$ cat src/design/lfg_pkg.sv
`timescale 1ns / 1ps
`default_nettype none
// ----------------------------------------------------------------------------
// Lagged Fibonacci generator package
// Shared widths, lags, operation codes, default seed table and chain control.
// ----------------------------------------------------------------------------
package lfg_pkg;

  localparam int WORD_W    = 32;
  localparam int POS_W     = 6;
  localparam int RING_LEN  = 55;
  localparam int PHASE_MIN = 55;
  localparam int PHASE_MAX = 109;
  localparam int LONG_TAP  = 31;

  typedef enum logic {
    OP_GEN  = 1'b0,
    OP_LOAD = 1'b1
  } opcode_t;

  localparam logic [WORD_W-1:0] SEED_TABLE [RING_LEN] = '{
    32'd1607813071, 32'd410442638,  32'd1521159381, 32'd471588148,  32'd1656306875,
    32'd1877698854, 32'd1457017985, 32'd1885636224, 32'd2120983145, 32'd838865274,
    32'd622391523,  32'd1599495796, 32'd1589420163, 32'd646358994,  32'd1902836023,
    32'd294190104,  32'd528352961,  32'd810165570,  32'd2008068603, 32'd2064065124,
    32'd148481515,  32'd1874022922, 32'd444511217,  32'd1229535568, 32'd1447190841,
    32'd97924086,   32'd1532317171, 32'd1092420292, 32'd112366451,  32'd1855143102,
    32'd1983737863, 32'd650553016,  32'd612584047,  32'd899301394,  32'd863131509,
    32'd204748396,  32'd1301536603, 32'd1906202310, 32'd284925217,  32'd1675295776,
    32'd619597367,  32'd965140710,  32'd413816387,  32'd831647212,  32'd960766755,
    32'd2021366322, 32'd1709289321, 32'd745170552,  32'd719637471,  32'd174912226,
    32'd524134565,  32'd1957015236, 32'd1065289589, 32'd490210922,  32'd644050577
  };

  typedef struct packed {
    logic              shift;
    logic              gen;
    logic              load_en;
    logic [POS_W-1:0]  load_pos;
    logic [WORD_W-1:0] load_val;
  } chain_ctrl_t;

endpackage
`default_nettype wire

$ cat src/design/lfg_if.sv
`timescale 1ns / 1ps
`default_nettype none
// ----------------------------------------------------------------------------
// Lagged Fibonacci generator channels
// Request and result channels with valid/ready transfer handshake.
// ----------------------------------------------------------------------------
interface lfg_in_if;
  logic                     valid;
  logic                     ready;
  logic [0:0]               opcode;
  logic [lfg_pkg::POS_W-1:0] index;
  logic [31:0]              value;

  modport source (output valid, output opcode, output index, output value, input ready);
  modport sink   (input valid, input opcode, input index, input value, output ready);
endinterface

interface lfg_out_if;
  logic        valid;
  logic        ready;
  logic [31:0] random_word;

  modport source (output valid, output random_word, input ready);
  modport sink   (input valid, input random_word, output ready);
endinterface
`default_nettype wire

$ cat src/design/lfg_cell.sv
`timescale 1ns / 1ps
`default_nettype none
// ----------------------------------------------------------------------------
// Lagged Fibonacci generator cell
// One word of the lag chain: takes its neighbour's word on shift, or a seed.
// ----------------------------------------------------------------------------
module lfg_cell (
  input  wire logic                       clk,
  input  wire logic                       rst_n,
  input  wire logic [lfg_pkg::WORD_W-1:0] seed,
  input  wire logic                       load_hit,
  input  wire logic [lfg_pkg::WORD_W-1:0] load_val,
  input  wire logic                       shift_en,
  input  wire logic [lfg_pkg::WORD_W-1:0] shift_in,
  output logic      [lfg_pkg::WORD_W-1:0] word
);

  logic [lfg_pkg::WORD_W-1:0] word_r;

  always_ff @(posedge clk) begin
    if (!rst_n) begin
      word_r <= seed;
    end else if (load_hit) begin
      word_r <= load_val;
    end else if (shift_en) begin
      word_r <= shift_in;
    end
  end

  assign word = word_r;

endmodule
`default_nettype wire

$ cat src/design/lfg_chain.sv
`timescale 1ns / 1ps
`default_nettype none
// ----------------------------------------------------------------------------
// Lagged Fibonacci generator chain
// Row of cells holding the ring oldest-first; head and lag tap feed the adder.
// ----------------------------------------------------------------------------
module lfg_chain (
  input  wire logic                       clk,
  input  wire logic                       rst_n,
  input  wire lfg_pkg::chain_ctrl_t       ctrl,
  output logic      [lfg_pkg::WORD_W-1:0] sum
);

  logic [lfg_pkg::WORD_W-1:0] word [lfg_pkg::RING_LEN];
  logic [lfg_pkg::WORD_W-1:0] tail_in;

  assign sum     = word[0] + word[lfg_pkg::LONG_TAP];
  assign tail_in = ctrl.gen ? sum : word[0];

  for (genvar k = 0; k < lfg_pkg::RING_LEN; k++) begin : g_cell
    logic [lfg_pkg::WORD_W-1:0] next_word;
    logic                       hit;

    if (k == lfg_pkg::RING_LEN - 1) begin : g_tail
      assign next_word = tail_in;
    end else begin : g_body
      assign next_word = word[k+1];
    end

    assign hit = ctrl.load_en && (ctrl.load_pos == lfg_pkg::POS_W'(k));

    lfg_cell u_cell (
      .clk      (clk),
      .rst_n    (rst_n),
      .seed     (lfg_pkg::SEED_TABLE[k]),
      .load_hit (hit),
      .load_val (ctrl.load_val),
      .shift_en (ctrl.shift),
      .shift_in (next_word),
      .word     (word[k])
    );
  end

endmodule
`default_nettype wire

$ cat src/design/lagged_fibonacci_generator_core.sv
// A generate transfer shows its word on the result channel in the next cycle.
// Throughput: one generate or seed load per cycle while the input channel is ready.
// Phase load: the chain rotates one cell a cycle to the new phase,
// with the input channel not ready meanwhile.
// Reset: the chain takes the default seed table and the phase returns to 55.
`timescale 1ns / 1ps
`default_nettype none
// ----------------------------------------------------------------------------
// Additive lagged Fibonacci generator, lags 24 and 55
// Control, phase tracking and registered result stage around the cell chain.
// ----------------------------------------------------------------------------
module lagged_fibonacci_generator_core (
  input wire logic clk,
  input wire logic rst_n,
  lfg_in_if.sink   in_ch,
  lfg_out_if.source out_ch
);

  logic [lfg_pkg::POS_W-1:0]  p_r, p_nxt;
  logic [lfg_pkg::POS_W-1:0]  target_r, target_nxt;
  logic                       rot_r, rot_nxt;
  logic                       out_valid_r, out_valid_nxt;
  logic [31:0]                out_word_r;
  logic                       accept, is_gen, is_load;
  logic [lfg_pkg::POS_W-1:0]  p_inc, ld_sel, ld_pos, new_p;
  logic                       seed_ld, phase_ld, in_range;
  logic [lfg_pkg::WORD_W-1:0] sum;
  lfg_pkg::chain_ctrl_t       ctrl;

  assign in_ch.ready = !rot_r && (!out_valid_r || out_ch.ready);
  assign accept      = in_ch.valid && in_ch.ready;
  assign is_gen      = accept && (in_ch.opcode == lfg_pkg::OP_GEN);
  assign is_load     = accept && (in_ch.opcode == lfg_pkg::OP_LOAD);

  assign p_inc  = (p_r == lfg_pkg::POS_W'(lfg_pkg::RING_LEN - 1)) ? '0 : p_r + 1'b1;
  assign ld_sel = in_ch.index - 1'b1;
  assign ld_pos = (ld_sel >= p_r) ? ld_sel - p_r
                                  : ld_sel + lfg_pkg::POS_W'(lfg_pkg::RING_LEN) - p_r;

  assign seed_ld  = is_load && (in_ch.index != '0)
                 && (in_ch.index <= lfg_pkg::POS_W'(lfg_pkg::RING_LEN));
  assign phase_ld = is_load && (in_ch.index == '0);
  assign in_range = (in_ch.value >= 32'(lfg_pkg::PHASE_MIN))
                 && (in_ch.value <= 32'(lfg_pkg::PHASE_MAX));
  assign new_p    = in_range ? lfg_pkg::POS_W'(in_ch.value - 32'(lfg_pkg::PHASE_MIN)) : '0;

  always_comb begin
    ctrl.shift    = is_gen || rot_r;
    ctrl.gen      = is_gen;
    ctrl.load_en  = seed_ld;
    ctrl.load_pos = ld_pos;
    ctrl.load_val = lfg_pkg::WORD_W'(in_ch.value);
  end

  lfg_chain u_chain (
    .clk   (clk),
    .rst_n (rst_n),
    .ctrl  (ctrl),
    .sum   (sum)
  );

  always_comb begin
    p_nxt      = p_r;
    target_nxt = target_r;
    rot_nxt    = rot_r;
    if (rot_r) begin
      p_nxt   = p_inc;
      rot_nxt = (p_inc != target_r);
    end else if (is_gen) begin
      p_nxt = p_inc;
    end else if (phase_ld) begin
      target_nxt = new_p;
      rot_nxt    = (new_p != p_r);
    end
  end

  always_comb begin
    out_valid_nxt = out_valid_r;
    if (is_gen) begin
      out_valid_nxt = 1'b1;
    end else if (out_ch.ready) begin
      out_valid_nxt = 1'b0;
    end
  end

  always_ff @(posedge clk) begin
    if (!rst_n) begin
      p_r         <= '0;
      target_r    <= '0;
      rot_r       <= 1'b0;
      out_valid_r <= 1'b0;
    end else begin
      p_r         <= p_nxt;
      target_r    <= target_nxt;
      rot_r       <= rot_nxt;
      out_valid_r <= out_valid_nxt;
    end
  end

  always_ff @(posedge clk) begin
    if (is_gen) begin
      out_word_r <= 32'(sum);
    end
  end

  assign out_ch.valid       = out_valid_r;
  assign out_ch.random_word = out_word_r;

endmodule
`default_nettype wire

$ cat src/flat_wrapper.sv
// flat-port wrapper written by rule: the top's interface ports become plain ports
module lagged_fibonacci_generator_core_flat 
  (clk, rst_n, in_ch_valid, in_ch_opcode, in_ch_index, in_ch_value, in_ch_ready, out_ch_valid, out_ch_random_word, out_ch_ready);
  lfg_in_if in_ch_i ();
  lfg_out_if out_ch_i ();
  input wire logic clk;
  input wire logic rst_n;
  input wire logic [$bits(in_ch_i.valid)-1:0] in_ch_valid;
  input wire logic [$bits(in_ch_i.opcode)-1:0] in_ch_opcode;
  input wire logic [$bits(in_ch_i.index)-1:0] in_ch_index;
  input wire logic [$bits(in_ch_i.value)-1:0] in_ch_value;
  output wire logic [$bits(in_ch_i.ready)-1:0] in_ch_ready;
  output wire logic [$bits(out_ch_i.valid)-1:0] out_ch_valid;
  output wire logic [$bits(out_ch_i.random_word)-1:0] out_ch_random_word;
  input wire logic [$bits(out_ch_i.ready)-1:0] out_ch_ready;
  assign in_ch_i.valid = in_ch_valid;
  assign in_ch_i.opcode = in_ch_opcode;
  assign in_ch_i.index = in_ch_index;
  assign in_ch_i.value = in_ch_value;
  assign in_ch_ready = in_ch_i.ready;
  assign out_ch_valid = out_ch_i.valid;
  assign out_ch_random_word = out_ch_i.random_word;
  assign out_ch_i.ready = out_ch_ready;
  lagged_fibonacci_generator_core u_core (.clk(clk), .rst_n(rst_n), .in_ch(in_ch_i), .out_ch(out_ch_i));
endmodule
$ cat config.mk
export PLATFORM = sky130hd
export DESIGN_NAME = lagged_fibonacci_generator_core_flat
export DESIGN_NICKNAME = d
export VERILOG_FILES = /design/src/design/lfg_pkg.sv /design/src/design/lfg_if.sv /design/src/design/lfg_cell.sv /design/src/design/lfg_chain.sv /design/src/design/lagged_fibonacci_generator_core.sv /design/src/flat_wrapper.sv
export SDC_FILE = /design/constraint.sdc
export NUM_CORES = 2
export LEC_CHECK = 0
export BUFFER_PORTS_ARGS = -buffer_cell sky130_fd_sc_hd__buf_2
export CAP_MARGIN = 20
export CORE_UTILIZATION = 35
export DETAILED_ROUTE_END_ITERATION = 6
export HOLD_SLACK_MARGIN = 0.08
export PLACE_DENSITY_LB_ADDON = 0.1
export SLEW_MARGIN = 20
export SYNTH_ARGS = -nofsm -noshare
export SYNTH_HDL_FRONTEND = slang
export SYNTH_SLANG_ARGS = --single-unit
export TNS_END_PERCENT = 30
$ cat constraint.sdc
create_clock -name clk -period 15.6 [get_ports clk]
set_clock_uncertainty 0.15 [all_clocks]
set_input_delay 3.12 -clock clk [delete_from_list [all_inputs] [get_ports clk]]
set_output_delay 3.12 -clock clk [all_outputs]
set_load 0.1 [all_outputs]
Word level (Yosys, flattened, before mapping)
Index checks and enable logic that the tools add are counted.
- output and inout bits: 34
- register bits after elaboration: 1806
- input port bits: 43
- word-level logic and storage cells: 380
- add/sub/neg operators: 7
- equality and inequality tests: 57
- mux-type cells: 121
- bitwise operators: 3
- magnitude comparators: 4
- reductions and logical operators: 128
- operator list (cell ; count):
    32-bit two-way mux ; 111
    6-bit == test, second input constant ; 24
    2-bit nonzero test ; 57
    6-bit by 5-bit == test with 1-bit output, second input constant ; 16
    1-bit logical AND ; 63
    6-bit by 4-bit == test with 1-bit output, second input constant ; 8
    32-bit adder ; 1
    32-bit by 6-bit >= comparator with 1-bit output, second input constant ; 1
    32-bit by 7-bit <= comparator with 1-bit output, second input constant ; 1
    6-bit two-way mux ; 5
    6-bit by 3-bit == test with 1-bit output, second input constant ; 4
    6-bit by 2-bit == test with 1-bit output, second input constant ; 2
    6-bit logical NOT ; 2
    6-bit != test ; 2
    6-bit subtractor ; 2
    6-bit by 1-bit adder with 6-bit output, second input constant ; 1
    6-bit adder, second input constant ; 1
    6-bit by 1-bit == test with 1-bit output, second input constant ; 1
    6-bit >= comparator ; 1
    6-bit <= comparator, second input constant ; 1
    6-bit nonzero test ; 1
    6-bit by 1-bit subtractor with 6-bit output, second input constant ; 1
    6-bit subtractor, second input constant ; 1
    1-bit two-way mux ; 5
    other kinds (4) ; 8

Logic depth before layout (Yosys ltp)
- word-level depth: 9
- mapped depth: 18

Cells and area by module
From an unflattened synthesis, not the netlist that was laid out.
- cells, all modules: 8328
- area, all modules: 97364.6 um2
- modules (own cells, without submodules) (module ; instances ; area each (um2) ; sequential area each (um2) ; cells an instance):
    lfg_cell ; 55 ; 1675.4 ; 960.9 ; 140
    lagged_fibonacci_generator_core ; 1 ; 2697.6 ; 1241.2 ; 260
    lfg_chain ; 1 ; 2522.4 ; 0.0 ; 368

Least setup slack after synthesis
No wires, ideal clock.
- kind: input-to-output
- start: input port out_ch_ready
- end: output port in_ch_ready
- stages: 2
- data arrival time: 4.448 ns
- setup slack: 7.882 ns
- buffers on the path: 0
- data required time: 12.330 ns
- path through: nor2b_1 > nor2_1
- longest elaborated chain between the ends: 2
- ends and longest elaborated chain (element ; line ; text):
    start, declared ; flat_wrapper.sv:15 ; input wire logic [$bits(out_ch_i.ready)-1:0] out_ch_ready;
    1-bit logical OR ; lagged_fibonacci_generator_core.sv:30 ; assign in_ch.ready = !rot_r && (!out_valid_r || out_ch.ready);
    1-bit logical AND ; lagged_fibonacci_generator_core.sv:30 ;
    end, declared ; flat_wrapper.sv:12 ; output wire logic [$bits(in_ch_i.ready)-1:0] in_ch_ready;
Every way passes these cells.

Final worst setup path
- start: input port in_ch_index[0]
- end: register u_core.u_chain.g_cell[41].u_cell.word_r, in the netlist u_core.u_chain.g_cell[41].u_cell.word[29]
- longest elaborated chain between the ends: 7
- ends and longest elaborated chain (element ; line ; text):
    start, declared ; flat_wrapper.sv:10 ; input wire logic [$bits(in_ch_i.index)-1:0] in_ch_index;
    6-bit by 1-bit subtractor with 6-bit output ; lagged_fibonacci_generator_core.sv:36 ; assign ld_sel = in_ch.index - 1'b1;
    6-bit adder ; lagged_fibonacci_generator_core.sv:38 ; : ld_sel + lfg_pkg::POS_W'(lfg_pkg::RING_LEN) - p_r;
    6-bit subtractor ; lagged_fibonacci_generator_core.sv:38 ;
    6-bit two-way mux ; lagged_fibonacci_generator_core.sv:37 ; assign ld_pos = (ld_sel >= p_r) ? ld_sel - p_r
    6-bit == test ; lfg_chain.sv:30 ; assign hit = ctrl.load_en && (ctrl.load_pos == lfg_pkg::POS_W'(k));
    1-bit logical AND (*) ; lfg_chain.sv:30 ;
    32-bit two-way mux or 2-bit nonzero test (tied branches) ; -- ;
    end signal, assigned ; lfg_cell.sv:24 ; word_r <= load_val;
    end signal, assigned ; lfg_cell.sv:26 ; word_r <= shift_in;
    end, declared ; lfg_cell.sv:18 ; logic [lfg_pkg::WORD_W-1:0] word_r;
Mark *: on every way between the ends. The rest lies on a longest branch, timed or not.
A chain may end at the register's enable or synchronous reset.

==> flow_summary.toml <==
[final_layout]
layout_common_cells = "nand2_1, dfxtp_1, nor2_1, a311oi_1, a221o_1"
instances_no_fill = 12900
n_fill_cell = 23100
design_area_mm2 = 0.0882
final_layout_size_suffix_gt1_frac = 0.0669
layout_commonest_cell = "nand2_1"
fin_nets = 9810
area_growth_pct = 10.9

[worst_setup_path]
setup.worst_path.end = "u_core.u_chain.g_cell[41].u_cell.word[29]$_SDFFE_PN1P_"
cp_slowest_stage_delay_ps = 900
critPathKind = "primary input to flip-flop"
cp_data_arrival_time_ps = 8260
worstPathCellList = "buf_2 > inv_1 > ha_1 > inv_1 > ha_1 > ha_1 > inv_1 > fa_1 > or3b_1 > and3_1 > o21bai_1 > a2bb2oi_2 > buf_4 > nor3_2 > nand2_2 > buf_4 > and3_1 > o21ai_0"
path_delay_family = "simple AND/OR/NAND/NOR gates"
required_ps = 16240
crit_path_start_kind = "primary input"
cp.depth = 18
reg2reg_to = "u_core.u_chain.g_cell[41].u_cell.word[29]$_SDFFE_PN1P_"
reg2reg_depth = 15
critPathBufInv = 6
crit_fanout = 46
r2r_start = "u_core.p_r[1]$_SDFFE_PN0P_"
end_kind = "flip-flop"
rrSetupSlack_ps = 9920
setup.worst_path.start = "in_ch_index[0]"
crit_slowest_cell = "nor3_2"

[logic_synthesis]
synth.distinct_cells = 82
yosysSeqAreaShare = 0.459
synth_edf_count = 32
synth_fp_nets = 10400
syn_avg_cell_area_um2 = 7.69
ys_ff_latch = 1806
yosys_warnings = 0
syn_inst = 10300
synth_ff_type = "dfxtp_1"
syn_area_mm2 = 0.0795
synth-async-reset-ratio = 0

[timing]
fmax_ghz = 0.131
holdWs_ps = 283
worst_slack_ps = 7980
layout_min_cycle_time_ps = 7620
max_slew_margin = 0.163
drv_slew = 0
hold_violations = 0
worst_pin_slew_ps = 1260
grt_setup_unrepaired = "false"
fin_tns_setup_ps = 0
period_share = 0.489
setup_viol = 0

[placed_design]
dp.final_hpwl_um = 190000
gp_congestion = 0.902
numPortBuffers = 76
place_inst = 12500
placed_cell_area_mm2 = 0.0812
place_ws_ps = 6990

[routing]
wl_per_cell_um = 24.9
via_per_inst = 5.77
routed_wl_um = 320000
drtIter0Drc = 7904
drc = 7
antenna_left = 0
drtPass1Iterations = 7
vias = 74400

[worst_hold_path]
hp-class = "flip-flop to flip-flop"
hold_start = "u_core.u_chain.g_cell[24].u_cell.word[26]$_SDFFE_PN1P_"

[clocking]
cts-root-buf = "clkbuf_16"
cts_buffers = 206
post_cts_buffers = 0
cts_tree = "built"
post_cts_resized = 0
clockBufferDepth = 3
cts_max_level = 4
cts_hold_buf = 0
clk_latency_ps = 880
clkSinkCount = 1806
path_clk_slew_ps = 60

[grt]
grt_pass1_vias = 69000
antenna_found_initial = 8
grt_start_max_net_pins = 214
grt_pass1_wl_um = 477000
grt-ovfl-total = 0
grt_usage = 0.271

[floorplan]
start_util = 0.353
rows = 174
die_h_um = 479
die_x_um = 479
io_pins = 77
core_area_mm2 = 0.225
dieArea_mm2 = 0.229

[run_status]
status = "finished, violations left"
violations = "DRC"

[power_and_ir_drop]
p_leak_nw = 34.4
p_per_area_mw_per_mm2 = 130
peakVddDrop_v = 0.0000927

[run]
maxCapViolations = 0
where the power goes:
| group | leakage, nW | internal [mW] | switching (mW) |
|---|---|---|---|
| registers | 14.9 | 4.93 | 0.204 |
| clock network | 3.38 | 2.86 | 2.11 |
| logic | 16.2 | 0.403 | 0.937 |
worst min-delay path: stages (launching register included):
cell and delay, ps:
dfxtp_1 310, nand2_1 50, a311oi_1 70
cells by family after synthesis:
kind of cell	count (synthesis)	share of synthesized area
flip-flops	1806	0.459
AO/OA/AOI/OAI	2074	0.207
XOR/XNOR	49	0.00540
adder cells (fa/ha/maj)	56	0.00928
buffers and inverters	1113	0.0539
AND/OR/NAND/NOR	5240	0.266
multiplexers	1	0.000142
flip-flops by register name, indices dropped and copies added, names as in the netlist:
signal,cells
u_core.p_r,6
u_core.target_r,6
u_core.rot_r,1
u_core.out_ch.valid,1
u_core.out_ch.random_word,32
u_core.u_chain.g_cell.u_cell.word,1760
cell type report:
class                           instances  area (um2)  share of cell area
Sequential cell                      1806       36500               0.414
Antenna cell                            4        10.0            0.000114
Multi-Input combinational cell       7420       39100               0.443
Clock buffer                          305        6000              0.0681
Timing Repair Buffer                  236        1830              0.0208
Inverter                               41         161             0.00183
Clock inverter                         73         875             0.00992
Tap cell                             2992        3740              0.0425
layer usage:
layer	track usage	vias to the layer above	routed length, um
li1	-	34600	-
met1	0.395	36600	151000
met2	0.402	2645	137000
met3	0.0332	503	19400
met4	0.105	2	12700
met5	0	-	11
synthesized netlist by cell type (all sizes together), types with 23 or more instances:
| cell | count | area (um2) |
|---|---|---|
| a21o | 31 | 233 |
| a21oi | 183 | 916 |
| a221o | 484 | 4840 |
| a22oi | 113 | 848 |
| a311oi | 772 | 6770 |
| and3 | 374 | 2340 |
| buf | 155 | 687 |
| clkbuf | 917 | 3440 |
| dfxtp | 1774 | 35500 |
| edfxtp | 32 | 961 |
| ha | 51 | 638 |
| inv | 39 | 146 |
| nand2 | 3467 | 13000 |
| nand3 | 43 | 215 |
| nor2 | 1217 | 4590 |
| nor3 | 53 | 382 |
| o21ai | 387 | 1940 |
| or3 | 23 | 144 |
| xnor2 | 27 | 236 |
per-stage QoR:
step	total power, mW	utilization
4_1_cts	11.5	0.391
3_5_place_dp	6.55	0.360
3_3_place_gp	6.54	0.360
6_report	11.5	0.391
2_1_floorplan	6.05	-
5_1_grt	11.9	0.391
worst min-delay path by stage:
stage                                                             endpoint  slack, ps  cells past startpoint
global placement    u_core.u_chain.g_cell[35].u_cell.word[24]$_SDFFE_PN0P_        290                      2
CTS                 u_core.u_chain.g_cell[23].u_cell.word[26]$_SDFFE_PN0P_        300                      2
floorplan            u_core.u_chain.g_cell[19].u_cell.word[0]$_SDFFE_PN0P_        290                      2
detailed placement   u_core.u_chain.g_cell[35].u_cell.word[8]$_SDFFE_PN0P_        300                      2
global route         u_core.u_chain.g_cell[35].u_cell.word[0]$_SDFFE_PN0P_        320                      2
finish              u_core.u_chain.g_cell[23].u_cell.word[26]$_SDFFE_PN0P_        280                      2
(Power assumes the default switching activity.)
